[config.mk]
export PLATFORM = sky130hd
export DESIGN_NAME = gswv_ctrl
export DESIGN_NICKNAME = d
export VERILOG_FILES = /design/src/hw/rtl/gswv_pkg.sv /design/src/hw/rtl/gswv_ctrl.sv
export SDC_FILE = /design/constraint.sdc
export NUM_CORES = 1
export LEC_CHECK = 0
export ABC_AREA = 1
export BUFFER_PORTS_ARGS = -buffer_cell sky130_fd_sc_hd__buf_2
export CORE_MARGIN = 2
export CORE_UTILIZATION = 51
export DETAILED_ROUTE_END_ITERATION = 10
export PLACE_DENSITY = 0.86
export REMOVE_ABC_BUFFERS = 1
export SLEW_MARGIN = 20
export SYNTH_ARGS = -nofsm -noshare
export SYNTH_HDL_FRONTEND = slang
export SYNTH_SLANG_ARGS = --single-unit
export TNS_END_PERCENT = 30
[constraint.sdc]
create_clock -name clk -period 4.1 [get_ports clk]
set_clock_uncertainty 0.1 [all_clocks]
set_input_delay 0.82 -clock clk [delete_from_list [all_inputs] [get_ports clk]]
set_output_delay 0.82 -clock clk [all_outputs]
set_load 0.005 [all_outputs]
[src/hw/rtl/gswv_pkg.sv]
package gswv_pkg;

  localparam int DEF_MAX_ROW_LENGTH = 1024;
  localparam int DEF_MAX_RADIUS     = 7;
  localparam int DEF_SAMPLE_BITS    = 16;

  // configuration register fields
  localparam int CFG_IDX_W  = 3;
  localparam int CFG_DATA_W = 16;
  localparam int LEN_W      = 11;
  localparam int RAD_W      = 3;
  localparam int LVL_W      = 16;
  localparam int VAR_W      = 31;

  localparam logic [CFG_IDX_W-1:0] CFG_ROW_LENGTH   = 3'd0;
  localparam logic [CFG_IDX_W-1:0] CFG_HORIZ_RADIUS = 3'd1;
  localparam logic [CFG_IDX_W-1:0] CFG_VERT_RADIUS  = 3'd2;
  localparam logic [CFG_IDX_W-1:0] CFG_LOWER_LEVEL  = 3'd3;
  localparam logic [CFG_IDX_W-1:0] CFG_UPPER_LEVEL  = 3'd4;

  localparam longint unsigned VAR_MAX = 64'h7FFF_FFFF;

  typedef struct packed {
    logic take;        // latch accepted sample
    logic row_wr;      // write sample into row store
    logic row_rd;      // read row store at rd_slot
    logic use_sample;  // first tap comes from the sample register
    logic col_clr;
    logic col_mul;
    logic col_acc;
    logic col_wr;      // write column sums
    logic win_clr;
    logic win_rd;
    logic win_acc;
    logic fin_mul;
    logic fin_eval;
    logic div_step;
    logic out_load;
  } cmd_t;

  typedef struct packed {
    logic gate;
    logic div_last;
  } sta_t;

endpackage

[src/hw/rtl/gswv_ctrl.sv]
module gswv_ctrl #(
  parameter int MAX_ROW_LENGTH = gswv_pkg::DEF_MAX_ROW_LENGTH,
  parameter int MAX_RADIUS     = gswv_pkg::DEF_MAX_RADIUS
) (
  input  logic                             clk,
  input  logic                             rst,
  input  logic                             in_valid,
  output logic                             in_stall,
  input  logic                             frame_end,
  output logic                             out_valid,
  input  logic                             out_stall,
  output logic                             last,
  input  logic                             cfg_valid,
  output logic                             cfg_ready,
  input  logic [gswv_pkg::CFG_IDX_W-1:0]   cfg_index,
  input  logic [gswv_pkg::CFG_DATA_W-1:0]  cfg_data,
  output gswv_pkg::cmd_t                   cmd,
  input  gswv_pkg::sta_t                   sta,
  output logic [$clog2(MAX_ROW_LENGTH)-1:0] col_l,
  output logic [$clog2(2*MAX_RADIUS+1)-1:0] slot_l,
  output logic [$clog2(2*MAX_RADIUS+1)-1:0] rd_slot,
  output logic [$clog2(MAX_ROW_LENGTH)-1:0] win_col,
  output logic [$clog2((2*MAX_RADIUS+1)*(2*MAX_RADIUS+1)+1)-1:0] n,
  output logic [gswv_pkg::LVL_W-1:0]       lower,
  output logic [gswv_pkg::LVL_W-1:0]       upper
);
  import gswv_pkg::*;

  localparam int ROW_SLOTS = 2*MAX_RADIUS + 1;
  localparam int SW   = $clog2(ROW_SLOTS);
  localparam int CB   = $clog2(MAX_ROW_LENGTH);
  localparam int LL_W = $clog2(MAX_ROW_LENGTH + 1);
  localparam int RW   = $clog2(MAX_RADIUS + 1);
  localparam int N_W  = $clog2(ROW_SLOTS*ROW_SLOTS + 1);

  localparam logic [3:0] S_IDLE  = 4'd0;
  localparam logic [3:0] S_ROWWR = 4'd1;
  localparam logic [3:0] S_CISS  = 4'd2;
  localparam logic [3:0] S_CMUL  = 4'd3;
  localparam logic [3:0] S_CACC  = 4'd4;
  localparam logic [3:0] S_CWR   = 4'd5;
  localparam logic [3:0] S_WISS  = 4'd6;
  localparam logic [3:0] S_WACC  = 4'd7;
  localparam logic [3:0] S_FMUL  = 4'd8;
  localparam logic [3:0] S_FEVAL = 4'd9;
  localparam logic [3:0] S_DIV   = 4'd10;
  localparam logic [3:0] S_OUT   = 4'd11;

  logic [3:0]       state, state_next;
  logic [LEN_W-1:0] row_length;
  logic [RAD_W-1:0] horiz_radius, vert_radius;
  logic [CB-1:0]    col_cnt;
  logic [SW-1:0]    row_cnt, slot_cnt, k;
  logic             fe_l, rows_ok_l, valid_l;

  logic [LL_W-1:0]  len_e;
  logic [RW-1:0]    xr, yr;
  logic [RW:0]      xr2, yr2;
  logic [CB-1:0]    col_eff;
  logic             accept, cfg_wr, rows_ok, out_free;

  assign accept    = in_valid && !in_stall;
  assign cfg_ready = 1'b1;
  assign cfg_wr    = cfg_valid && cfg_ready &&
                     (cfg_index == CFG_ROW_LENGTH || cfg_index == CFG_HORIZ_RADIUS ||
                      cfg_index == CFG_VERT_RADIUS || cfg_index == CFG_LOWER_LEVEL ||
                      cfg_index == CFG_UPPER_LEVEL);
  assign in_stall  = (state != S_IDLE);
  assign out_free  = !out_valid || !out_stall;

  always_comb begin
    if (row_length == '0) begin
      len_e = LL_W'(1);
    end else if (int'(row_length) > MAX_ROW_LENGTH) begin
      len_e = LL_W'(MAX_ROW_LENGTH);
    end else begin
      len_e = LL_W'(row_length);
    end
    xr  = (int'(horiz_radius) > MAX_RADIUS) ? RW'(MAX_RADIUS) : RW'(horiz_radius);
    yr  = (int'(vert_radius) > MAX_RADIUS) ? RW'(MAX_RADIUS) : RW'(vert_radius);
    xr2 = {xr, 1'b0};
    yr2 = {yr, 1'b0};
    n   = N_W'({1'b0, xr2} + 1'b1) * N_W'({1'b0, yr2} + 1'b1);
    col_eff = (LL_W'(col_cnt) >= len_e) ? '0 : col_cnt;
    rows_ok = (row_cnt >= yr2);
  end

  // config registers and frame position
  always_ff @(posedge clk) begin
    if (rst) begin
      row_length   <= LEN_W'(1024);
      horiz_radius <= RAD_W'(1);
      vert_radius  <= RAD_W'(1);
      lower        <= '0;
      upper        <= '1;
      col_cnt      <= '0;
      row_cnt      <= '0;
      slot_cnt     <= '0;
    end else if (cfg_wr) begin
      case (cfg_index)
        CFG_ROW_LENGTH:   row_length   <= cfg_data[LEN_W-1:0];
        CFG_HORIZ_RADIUS: horiz_radius <= cfg_data[RAD_W-1:0];
        CFG_VERT_RADIUS:  vert_radius  <= cfg_data[RAD_W-1:0];
        CFG_LOWER_LEVEL:  lower        <= cfg_data[LVL_W-1:0];
        CFG_UPPER_LEVEL:  upper        <= cfg_data[LVL_W-1:0];
        default: ;
      endcase
      col_cnt  <= '0;
      row_cnt  <= '0;
      slot_cnt <= '0;
    end else if (accept) begin
      if (frame_end) begin
        col_cnt  <= '0;
        row_cnt  <= '0;
        slot_cnt <= '0;
      end else if (LL_W'(col_eff) + LL_W'(1) >= len_e) begin
        col_cnt <= '0;
        if (int'(row_cnt) < 2*MAX_RADIUS) row_cnt <= row_cnt + 1'b1;
        slot_cnt <= (int'(slot_cnt) == ROW_SLOTS-1) ? '0 : slot_cnt + 1'b1;
      end else begin
        col_cnt <= col_eff + 1'b1;
      end
    end
  end

  // per-item latches and loop counters
  always_ff @(posedge clk) begin
    if (accept) begin
      col_l     <= col_eff;
      slot_l    <= (int'(slot_cnt) >= ROW_SLOTS) ? '0 : slot_cnt;
      fe_l      <= frame_end;
      rows_ok_l <= rows_ok;
      valid_l   <= rows_ok && (col_eff >= CB'(xr2));
    end
    case (state)
      S_ROWWR: begin
        k       <= '0;
        rd_slot <= slot_l;
      end
      S_CACC: begin
        k       <= k + 1'b1;
        rd_slot <= (rd_slot == '0) ? SW'(ROW_SLOTS-1) : rd_slot - 1'b1;
      end
      S_CWR:  win_col <= col_l - CB'(xr2);
      S_WACC: win_col <= win_col + 1'b1;
      default: ;
    endcase
  end

  always_comb begin
    state_next = state;
    cmd = '0;
    case (state)
      S_IDLE: begin
        cmd.take = accept;
        if (accept) state_next = S_ROWWR;
      end
      S_ROWWR: begin
        cmd.row_wr  = 1'b1;
        cmd.col_clr = 1'b1;
        state_next  = rows_ok_l ? S_CISS : S_IDLE;
      end
      S_CISS: begin
        cmd.row_rd = 1'b1;
        state_next = S_CMUL;
      end
      S_CMUL: begin
        cmd.col_mul    = 1'b1;
        cmd.use_sample = (k == '0);
        state_next     = S_CACC;
      end
      S_CACC: begin
        cmd.col_acc = 1'b1;
        state_next  = ((RW+1)'(k) == yr2) ? S_CWR : S_CISS;
      end
      S_CWR: begin
        cmd.col_wr  = 1'b1;
        cmd.win_clr = 1'b1;
        state_next  = valid_l ? S_WISS : S_IDLE;
      end
      S_WISS: begin
        cmd.win_rd = 1'b1;
        state_next = S_WACC;
      end
      S_WACC: begin
        cmd.win_acc = 1'b1;
        state_next  = (win_col == col_l) ? S_FMUL : S_WISS;
      end
      S_FMUL: begin
        cmd.fin_mul = 1'b1;
        state_next  = S_FEVAL;
      end
      S_FEVAL: begin
        cmd.fin_eval = 1'b1;
        state_next   = S_DIV;
      end
      S_DIV: begin
        cmd.div_step = 1'b1;
        if (sta.gate || sta.div_last) state_next = S_OUT;
      end
      S_OUT: begin
        cmd.out_load = out_free;
        if (out_free) state_next = S_IDLE;
      end
      default: state_next = S_IDLE;
    endcase
  end

  always_ff @(posedge clk) begin
    if (rst) begin
      state     <= S_IDLE;
      out_valid <= 1'b0;
    end else begin
      state <= state_next;
      if (cmd.out_load) begin
        out_valid <= 1'b1;
      end else if (!out_stall) begin
        out_valid <= 1'b0;
      end
    end
  end

  always_ff @(posedge clk) begin
    if (cmd.out_load) last <= fe_l;
  end

endmodule

==> results of run 1 <==
stage by stage:
stage	utilization, %	setup slack [ns]	TNS (ns)
finish	69.0	-0.631	-9.81
global route	69.0	-0.833	-13.52
CTS	66.6	-0.301	-4.34
detailed placement	61.4	-0.607	-8.66
global placement	61.4	-0.370	-5.11
floorplan	-	-0.533	-6.74
cell usage after synthesis (all sizes together):
cell type	n	area (µm²)
dfxtp	72	1440
ha	51	638
edfxtp	36	1080
a32o	1	10.0
xor2	15	131
a31oi	4	25.0
o211ai	3	22.5
conb	1	3.75
fa	5	100
nand2	173	657
a211oi	4	30.0
and3	1	6.26
a31o	1	8.76
nor3	12	76.3
clkbuf	14	52.6
clkinv	1	3.75
o2bb2ai	1	8.76
a21oi	49	253
buf	7	53.8
and2	3	20.0
a22oi	1	7.51
o22ai	2	12.5
inv	124	465
or2	1	6.26
a21boi	2	18.8
a41oi	1	8.76
nand3	49	260
xnor2	7	61.3
nand4	14	87.6
o21ai	56	280
nand3b	2	15.0
o21a	1	7.51
nor4	3	18.8
nor2	122	483
cell type report:
class	count	area [µm²]	share of cell area (%)
clock inverters	1	6.26	0.0748
flip-flops and latches	108	2520	30.2
inverters	125	474	5.67
multi-input cells	586	3730	44.6
well taps	168	210	2.51
clock buffers	14	275	3.29
repair buffers	184	1130	13.5
repair inverters	1	7.51	0.0898
metal layers:
layer  vias up  track usage [%]
li1       3074                -
met1      3007             30.4
met2       299             43.4
met3        69             6.80
met4         0             11.1
met5         -                0
timing repair:
item / in CTS / in global routing
endpoints found under the setup margin: 19 / 19
buffers inserted: 15 / 4
gates cloned: 1 / 1
gates resized for setup: 50 / 55
pin swaps: 19 / 22
hold buffers: 0 / 0
worst max-delay path by stage:
stage / from / end / slack [ns] / depth (start not counted)
2_1_floorplan: row_length[4] / row_cnt[0] / -0.53 / 31
3_3_place_gp: row_length[4] / row_cnt[0] / -0.37 / 31
3_5_place_dp: row_length[4] / row_cnt[0] / -0.61 / 31
4_1_cts: row_length[7] / row_cnt[1] / -0.30 / 29
5_1_grt: row_length[7] / row_cnt[1] / -0.83 / 28
6_report: row_length[7] / row_cnt[1] / -0.63 / 26
where the power goes:
group	leakage, nW	internal, W	total (W)	switching [W]
logic	3.01	0.000156	0.000391	0.000235
registers	0.930	0.00115	0.00118	0.0000329
clock network	0.138	0.000464	0.000846	0.000382
total	4.08	0.00177	0.00242	0.000651
cell families after synthesis:
logic type / Yosys count / share of synthesized area (%)
flops: 108 / 39.7
buf+inv: 146 / 9.05
xor+xnor: 22 / 3.03
compound gates: 126 / 10.9
simple gates: 380 / 25.6
fa+ha+maj: 56 / 11.6
other cells: 1 / 0.0590
sequential cells by signal, indices dropped and copies added (netlist names), 4 cells and up:
signal	flops
col_l	10
row_length	11
slot_l	4
col_cnt	10
win_col	10
rd_slot	4
state	4
slot_cnt	4
row_cnt	4
k	4
lower	16
upper	16
cell usage in the layout, fill, tap and decap left out, types with 3 or more instances in the layout:
cell,netlist,final
ha_1,51,35
a211oi_1,4,4
a21oi_2,2,10
o21ai_0,55,50
nor2_2,4,7
nor2_1,116,111
buf_6,1,4
nand2_2,3,16
fa_1,5,5
buf_4,5,68
nand4_1,14,14
xor2_1,15,14
a31oi_1,4,4
inv_1,118,110
nor2_4,2,4
xnor2_1,7,7
a21oi_1,47,39
o211ai_1,3,3
clkbuf_16,0,10
nand3_1,46,43
o21ai_1,1,3
nand2_1,170,148
edfxtp_1,36,36
nor3_1,10,10
dfxtp_1,72,70
inv_2,6,13
ha_4,0,16
nand2_4,0,8
buf_2,1,111
nand3_2,3,4
clkbuf_1,14,3
worst reg2reg max path: stages, from the launching register on:
cell and delay (ns):
dfxtp_2 0.33, nor4_2 0.26, inv_1 0.11, nor4_4 0.22, a21oi_2 0.15, buf_4 0.16
a21oi_2 0.13, ha_1 0.25, nand2_1 0.11, nor2_1 0.07, nand3_1 0.10, nand2_1 0.10
nor2_4 0.16, buf_6 0.16, nand3_2 0.14, nor3_4 0.21, nand3_2 0.13, nor2_2 0.15
ha_1 0.29, a21oi_2 0.17, o21a_1 0.15, nand4_1 0.22, o21ai_4 0.28, inv_2 0.13
nand2_2 0.13, nand2_1 0.09, a21oi_1 0.16
==> out/metrics.csv, run 1 <==
metric;value;unit
hold_path_startpoint;upper[15];
min_to;upper[15];
top_layer_used;met4;
grtUsageTotal;25.5;%
drt_iter0_drc;489;
worst-r2r-setup-slack;-0.63;ns
cp.arrival;4.89;ns
rsz0062_at_grt;yes;
final_cells;1187;
avgSynthCellArea;7.58;µm²
max_freq;211;MHz
setup_slack;-0.631;ns
endpoint_kind;register;
start_util;52.5;%
hold_ws;0.353;ns
cts_root_buffer;clkbuf_16;
hold_viol;0;
ctsLongestPathBuffers;2;
finalSetupViolations;19;
fin_nets;1098;
crit_required;4.26;ns
p_leak;4.08;nW
period_needed;4.73;ns
power;0.00242;W
grt_overflow;0;
slew_headroom;42.5;%
synth_warnings;0;
die-area;13400;µm²
yosysUniqueCellTypes;47;
worstMarginPinSlew;0.859;ns
via_per_inst;5.43;
dp_cells;1152;
worstReg2RegStart;row_length[7];
hold_depth;2;
syn-cell-area;6360;µm²
p_per_area;290;nW/µm²
routed_wl;18700;µm
synth_seq_cells;108;
vdd_drop_max;0.297;mV
wl_met1;7460;µm
cap_violations;0;
cts_sinks;108;
antenna_cells;0;
fin_crit_sh;115;%
antenna_found_initial;0;
cts_tree;built;
slowest_delay;0.33;ns
grt_first_pass_wirelength;27200;µm
slew_violations;0;
ant_nets;0;
critPathTopFamily;simple AND/OR/NAND/NOR gates;
route.met2.wl;9200;µm
min_path_type;reg -> reg;
reg2regPathDepth;26;
status;complete, but fails checks;
die_w;116;µm
place_hpwl;11600;µm
wl_met3;1320;µm
violations;setup timing;
cts_buffers;9;
place.gp.congestion;0.894;
crit_fanout;6;
rows;40;
ios;114;
drc_errors;0;
grt_max_degree;51;
final_area;8360;µm²
critical_path_class;reg -> reg;
nFillCells;881;
die_h;116;µm
vias;6449;
clk_pin_slew;0.07;ns
r2r_end;row_cnt[1];
core;12100;µm²
critPathBufInv;4;
port_buffers;111;
start_kind;register;
first_pass_iters;5;
clock_latency;0.36;ns
placed_cell_area;7440;µm²
slowest_stage;dfxtp_2;
final_layout_size_suffix_gt1_share;28.8;%
cts-htree-levels;3;
synth_seq_area_share;39.7;%
grt_pass1_vias;6028;
wire_per_inst;15.7;µm
synthCells;839;
area_delta_synth_final;31.5;%
No activity file was read; power rests on OpenSTA's default activity.
==> run 2: changes to the inputs <==
--- a/config.mk
+++ b/config.mk
@@ -8,9 +8,9 @@
 export ABC_AREA = 1
 export BUFFER_PORTS_ARGS = -buffer_cell sky130_fd_sc_hd__buf_2
 export CORE_MARGIN = 2
-export CORE_UTILIZATION = 51
+export CORE_UTILIZATION = 56
 export DETAILED_ROUTE_END_ITERATION = 10
-export PLACE_DENSITY = 0.86
+export PLACE_DENSITY = 0.89
 export REMOVE_ABC_BUFFERS = 1
 export SLEW_MARGIN = 20
 export SYNTH_ARGS = -nofsm -noshare
==> constraint.sdc (replaced) <==
create_clock -name clk -period 5.2 [get_ports clk]
set_clock_uncertainty 0.1 [all_clocks]
set_input_delay 1.04 -clock clk [delete_from_list [all_inputs] [get_ports clk]]
set_output_delay 1.04 -clock clk [all_outputs]
set_load 0.005 [all_outputs]
==> out/metrics.csv, run 2 (synthesized netlist as in run 1, its figures left out) <==
metric;value;unit;change
min_path_type;reg -> reg;;
via_per_inst;5.34;;-1.7%
cts_sinks;108;;unchanged
slew_headroom;45.0;%;+2.5 points
max_freq;209;MHz;-1.1%
path_depth;26;;unchanged
cts-htree-levels;3;;unchanged
placed_cell_area;7020;µm²;-5.6%
nFillCells;876;;-0.57%
grt_first_pass_wirelength;25300;µm;-6.8%
clk_pin_slew;0.07;ns;about the same
slowest_delay;0.39;ns;+0.06 ns
hold_depth;2;;unchanged
crit_required;5.35;ns;+1.09 ns
place_hpwl;11500;µm;-0.62%
final_layout_size_suffix_gt1_share;17.7;%;-11 points
wire_per_inst;13.8;µm;-12%
dp_slack;0.248;ns;+0.855 ns
cpMostUsedCell;nand2_1;;
vdd_drop_max;0.167;mV;-44%
area_delta_synth_final;16.3;%;
antenna_cells;0;;unchanged
start_kind;register;;
drc_errors;0;;unchanged
worst-r2r-setup-slack;0.41;ns;+1.05 ns
rows;38;;-5.0%
worstReg2RegStart;row_length[4];;
grt_max_degree;51;;unchanged
ios;114;;unchanged
routed_wl;15100;µm;-19%
top_regs;lower: 16 flops, upper: 16 flops, row_length: 11 flops;;
p_per_area;254;nW/µm²;-12%
worstMarginPinSlew;0.822;ns;-0.0372 ns
setup_slack;0.414;ns;+1.05 ns
ant_nets;0;;unchanged
drt_iter0_drc;443;;-9.4%
port_buffers;111;;unchanged
die-area;12200;µm²;-8.6%
clock_latency;0.35;ns;about the same
final_common_cell;nand2_1;;
p_leak;3.70;nW;-9.5%
core;10900;µm²;-9.7%
fin_nets;1033;;-5.9%
cts_buffers;9;;unchanged
slew_violations;0;;unchanged
grt_overflow;0;;unchanged
cts_tree;built;;
antenna_found_initial;0;;unchanged
r2r_end;col_cnt[0];;
vias;5848;;-9.3%
critical_path_class;reg -> reg;;
endpoint;col_cnt[0];;
die_h;111;µm;-4.4%
final_area;7390;µm²;-12%
fin_crit_sh;92.0;%;-23 points
critPathBufInv;4;;unchanged
regArea;2520;µm²;about the same
hold_ws;0.352;ns;-0.000815 ns
grtUsageTotal;24.8;%;-0.71 points
layout_common_cells;nand2_1 (170), inv_1 (115), nor2_1 (114), buf_2 (111), dfxtp_1 (72);;
endpoint_kind;register;;
finalSetupTns;0;ns;+9.81 ns
start_util;58.1;%;+5.6 points
hold_viol;0;;unchanged
slowest_stage;nor3_4;;
status;complete, no violations;;
period_needed;4.79;ns;+0.0549 ns
cap_violations;0;;unchanged
power;0.00188;W;-23%
crit_fanout;10;;+4
multi_input_area;3290;µm²;-12%
ctsLongestPathBuffers;2;;unchanged
grt_pass1_vias;5587;;-7.3%
finalSetupViolations;0;;-19
cp.arrival;4.93;ns;+0.04 ns
die_w;111;µm;-4.4%
first_pass_iters;5;;unchanged
reg2regPathDepth;26;;unchanged
place.gp.congestion;0.967;;+8.2%
critPathTopFamily;simple AND/OR/NAND/NOR gates;;
critPathLaunch;row_length[4];;
cts_root_buffer;clkbuf_16;;
[run 2: cell types whose count changed in the layout (fill, tap and decap cells not counted), moves of 3 or more]
cell / previous run / this run
buf_4: 68 / 8
nand2_1: 148 / 170
ha_4: 16 / 0
ha_1: 35 / 50
nand2_2: 16 / 3
a21oi_1: 39 / 47
a21oi_2: 10 / 2
nand2_4: 8 / 0
inv_1: 110 / 115
buf_6: 4 / 0
inv_2: 13 / 9
o21ai_0: 50 / 54
nand3_1: 43 / 46
nor2_1: 111 / 114
[run 2: worst register-to-register path: cells and delay by family, from the launching register on]
kind	cells	cell delay (ns)
AO/OA/AOI/OAI	4	0.62
flip-flops	1	0.33
buffers and inverters	4	0.36
adder cells (fa/ha/maj)	3	0.84
AND/OR/NAND/NOR	15	2.42
[run 2: area by class of cell]
type	instances	share of cell area [%]
Timing Repair inverter	1	0.102
Timing Repair Buffer	119	8.32
Tap cell	140	2.37
Clock inverter	2	0.169
Sequential cell	108	34.1
Inverter	125	6.35
Clock buffer	14	4.15
Multi-Input combinational cell	586	44.4
[run 2: what timing repair did]
action | 4_1_cts | 5_1_grt
hold buffers | 0 | 0
setup endpoints to repair | 0 | 18
gates resized for setup | 0 | 10
buffers inserted | 0 | 3
[run 2: power breakdown]
| part | internal [W] | switching (W) | total [W] |
|---|---|---|---|
| Clock | 0.000409 | 0.000299 | 0.000708 |
| Combinational | 0.0000890 | 0.000145 | 0.000234 |
| Sequential | 0.000908 | 0.0000266 | 0.000934 |
| Total | 0.00141 | 0.000470 | 0.00188 |
[run 2: worst min-delay path by stage]
| stage | from | end |
|---|---|---|
| 2_1_floorplan | fe_l | last |
| 3_3_place_gp | upper[0] | upper[0] |
| 3_5_place_dp | upper[1] | upper[1] |
| 4_1_cts | upper[1] | upper[1] |
| 5_1_grt | fe_l | last |
| 6_report | upper[1] | upper[1] |
[run 2: stage by stage]
step | util, % | instances
6_report | 67.6 | 1095
5_1_grt | 67.6 | 1095
4_1_cts | 67.1 | 1091
3_5_place_dp | 64.2 | 1075
3_3_place_gp | 64.2 | 1075
2_1_floorplan | - | 819
[run 2: metal layers]
layer	track usage (%)	wire length, µm	vias up
li1	-	-	2952
met5	0	0	-
met4	8.92	297	0
met3	5.38	1050	29
met2	41.9	7090	234
met1	31.3	6660	2633
==> run 3: changes to the inputs <==
--- a/config.mk
+++ b/config.mk
@@ -7,6 +7,7 @@
 export LEC_CHECK = 0
 export ABC_AREA = 1
 export BUFFER_PORTS_ARGS = -buffer_cell sky130_fd_sc_hd__buf_2
+export CORE_ASPECT_RATIO = 1.25
 export CORE_MARGIN = 2
 export CORE_UTILIZATION = 56
 export DETAILED_ROUTE_END_ITERATION = 10
==> out/metrics.csv, run 3 (synthesized netlist as in run 1, its figures left out) <==
metric;value;unit;change
status;complete, no violations;;
slew_violations;0;;unchanged
vdd_drop_max;0.195;mV;+16%
first_pass_iters;5;;unchanged
antenna_cells;0;;unchanged
finalSetupViolations;0;;unchanged
layout_common_cells;nand2_1 (170), inv_1 (115), nor2_1 (115), buf_2 (111), dfxtp_1 (72);;
p_per_area;258;nW/µm²;+1.6%
die_w;99.3;µm;-10%
min_path_type;reg -> reg;;
cts_sinks;108;;unchanged
start_kind;register;;
grtUsageTotal;25.2;%;+0.38 points
routed_wl;15300;µm;+1.4%
wire_per_inst;14.1;µm;+2.0%
critical_path_class;reg -> reg;;
p_leak;3.69;nW;-0.17%
power;0.00190;W;+1.2%
core;11100;µm²;+1.3%
antenna_found_initial;0;;unchanged
place_hpwl;11500;µm;-0.44%
final_common_cell;nand2_1;;
cts_buffers;9;;unchanged
worstReg2RegStart;row_length[4];;
worstMarginPinSlew;1.10;ns;+0.277 ns
hold_ws;0.352;ns;-0.000173 ns
fin_crit_sh;92.3;%;+0.29 points
clk_pin_slew;0.07;ns;about the same
slowest_stage;nor3_4;;
cts_hold_buf;0;;unchanged
slowest_delay;0.39;ns;about the same
ant_nets;0;;unchanged
hold_viol;0;;unchanged
fin_nets;1031;;-0.19%
hold_path_startpoint;fe_l;;
cp.arrival;4.98;ns;+0.05 ns
vias;5803;;-0.77%
port_buffers;111;;unchanged
endpoint;col_cnt[5];;
ctsLongestPathBuffers;2;;unchanged
crit_required;5.38;ns;+0.03 ns
grt_max_degree;51;;unchanged
period_needed;4.80;ns;+0.0152 ns
cts_tree;built;;
rows;43;;+13%
endpoint_kind;register;;
max_freq;208;MHz;-0.32%
area_delta_synth_final;15.9;%;
grt_overflow;0;;unchanged
ios;114;;unchanged
reg2regPathDepth;29;;+12%
die-area;12200;µm²;about the same
rsz0062_at_grt;yes;;
final_layout_size_suffix_gt1_share;17.3;%;-0.38 points
drc_errors;0;;unchanged
slew_headroom;26.7;%;-18 points
place.gp.congestion;0.906;;-6.4%
nFillCells;935;;+6.7%
worst-r2r-setup-slack;0.40;ns;-0.02 ns
top_regs;lower: 16 flops, upper: 16 flops, row_length: 11 flops;;
cts-htree-levels;3;;unchanged
clock_latency;0.36;ns;about the same
cts_root_buffer;clkbuf_16;;
cpMostUsedCell;nand2_1;;
grt_pass1_vias;5522;;-1.2%
r2r_end;col_cnt[5];;
grt_first_pass_wirelength;24700;µm;-2.4%
critPathLaunch;row_length[4];;
start_util;57.3;%;-0.77 points
cap_violations;0;;unchanged
drt_iter0_drc;390;;-12%
via_per_inst;5.33;;-0.13%
die_h;123;µm;+11%
crit_fanout;8;;-2
[run 3: changes by cell type in the layout (fill, tap and decap cells not counted)]
cell and change:
ha_2 -1, clkbuf_8 -2, bufinv_16 +1, clkinv_4 +2
ha_1 +1, clkbuf_16 -1, clkinvlp_4 -1, buf_4 -1
o21ai_1 +1, nor2_2 -1, o21ai_2 -1, inv_6 +1
nor2_1 +1, clkbuf_1 -1
[run 3: area by class of cell]
class | instances | area, µm² | share of cell area, %
Timing Repair Buffer | 118 | 608 | 8.26
Sequential cell | 108 | 2520 | 34.3
Clock inverter | 6 | 68.8 | 0.934
Tap cell | 135 | 169 | 2.29
Multi-Input combinational cell | 586 | 3280 | 44.5
Clock buffer | 10 | 250 | 3.40
Inverter | 125 | 469 | 6.37
[run 3: worst min path at each step]
stage                      end  slack, ns  cells after the start
after floorplan           last       0.30                      0
after global placement    last       0.33                      0
after detailed placement  last       0.34                      0
after CTS                 last       0.36                      0
after global routing      last       0.36                      0
final                     last       0.35                      0
[run 3: timing repair]
item,in CTS,in global routing
gates resized for setup,0,7
endpoints found under the setup margin,0,18
endpoints found under the hold margin,0,0
buffers inserted,0,2
[run 3: per-layer routing]
metal  GRT usage [%]  vias to the layer above  routed length [µm]
met1            29.0                     2612                6230
li1                -                     2939                   -
met3            5.54                       38                 987
met2            45.1                      214                7640
met4            10.6                        0                 447
met5               0                        -                   0
[run 3: through the flow]
stage | cell area, µm² | utilization (%) | setup WS (ns) | instances | TNS [ns]
floorplan | 6250 | - | 0.567 | 819 | 0
global placement | 7020 | 63.3 | 0.491 | 1070 | 0
detailed placement | 7020 | 63.3 | 0.269 | 1070 | 0
CTS | 7330 | 66.2 | 0.183 | 1086 | 0
global route | 7360 | 66.4 | -0.0249 | 1088 | -0.0751
finish | 7360 | 66.4 | 0.399 | 1088 | 0
[run 3: critical path: cells and delay by family (launching register included)]
family | cells | cell delay (ns)
buffers and inverters | 5 | 0.62
DFF | 1 | 0.34
AOI/OAI and AO/OA | 4 | 0.52
and+or+nand+nor | 17 | 2.29
adders and majority gates | 3 | 0.83
[run 3: report_power, final]
part	total (W)	switching [W]	internal [W]	leakage (nW)
sequential	0.000934	0.0000261	0.000907	0.930
combinational	0.000233	0.000144	0.0000893	2.61
clock	0.000731	0.000326	0.000405	0.154
total	0.00190	0.000496	0.00140	3.69
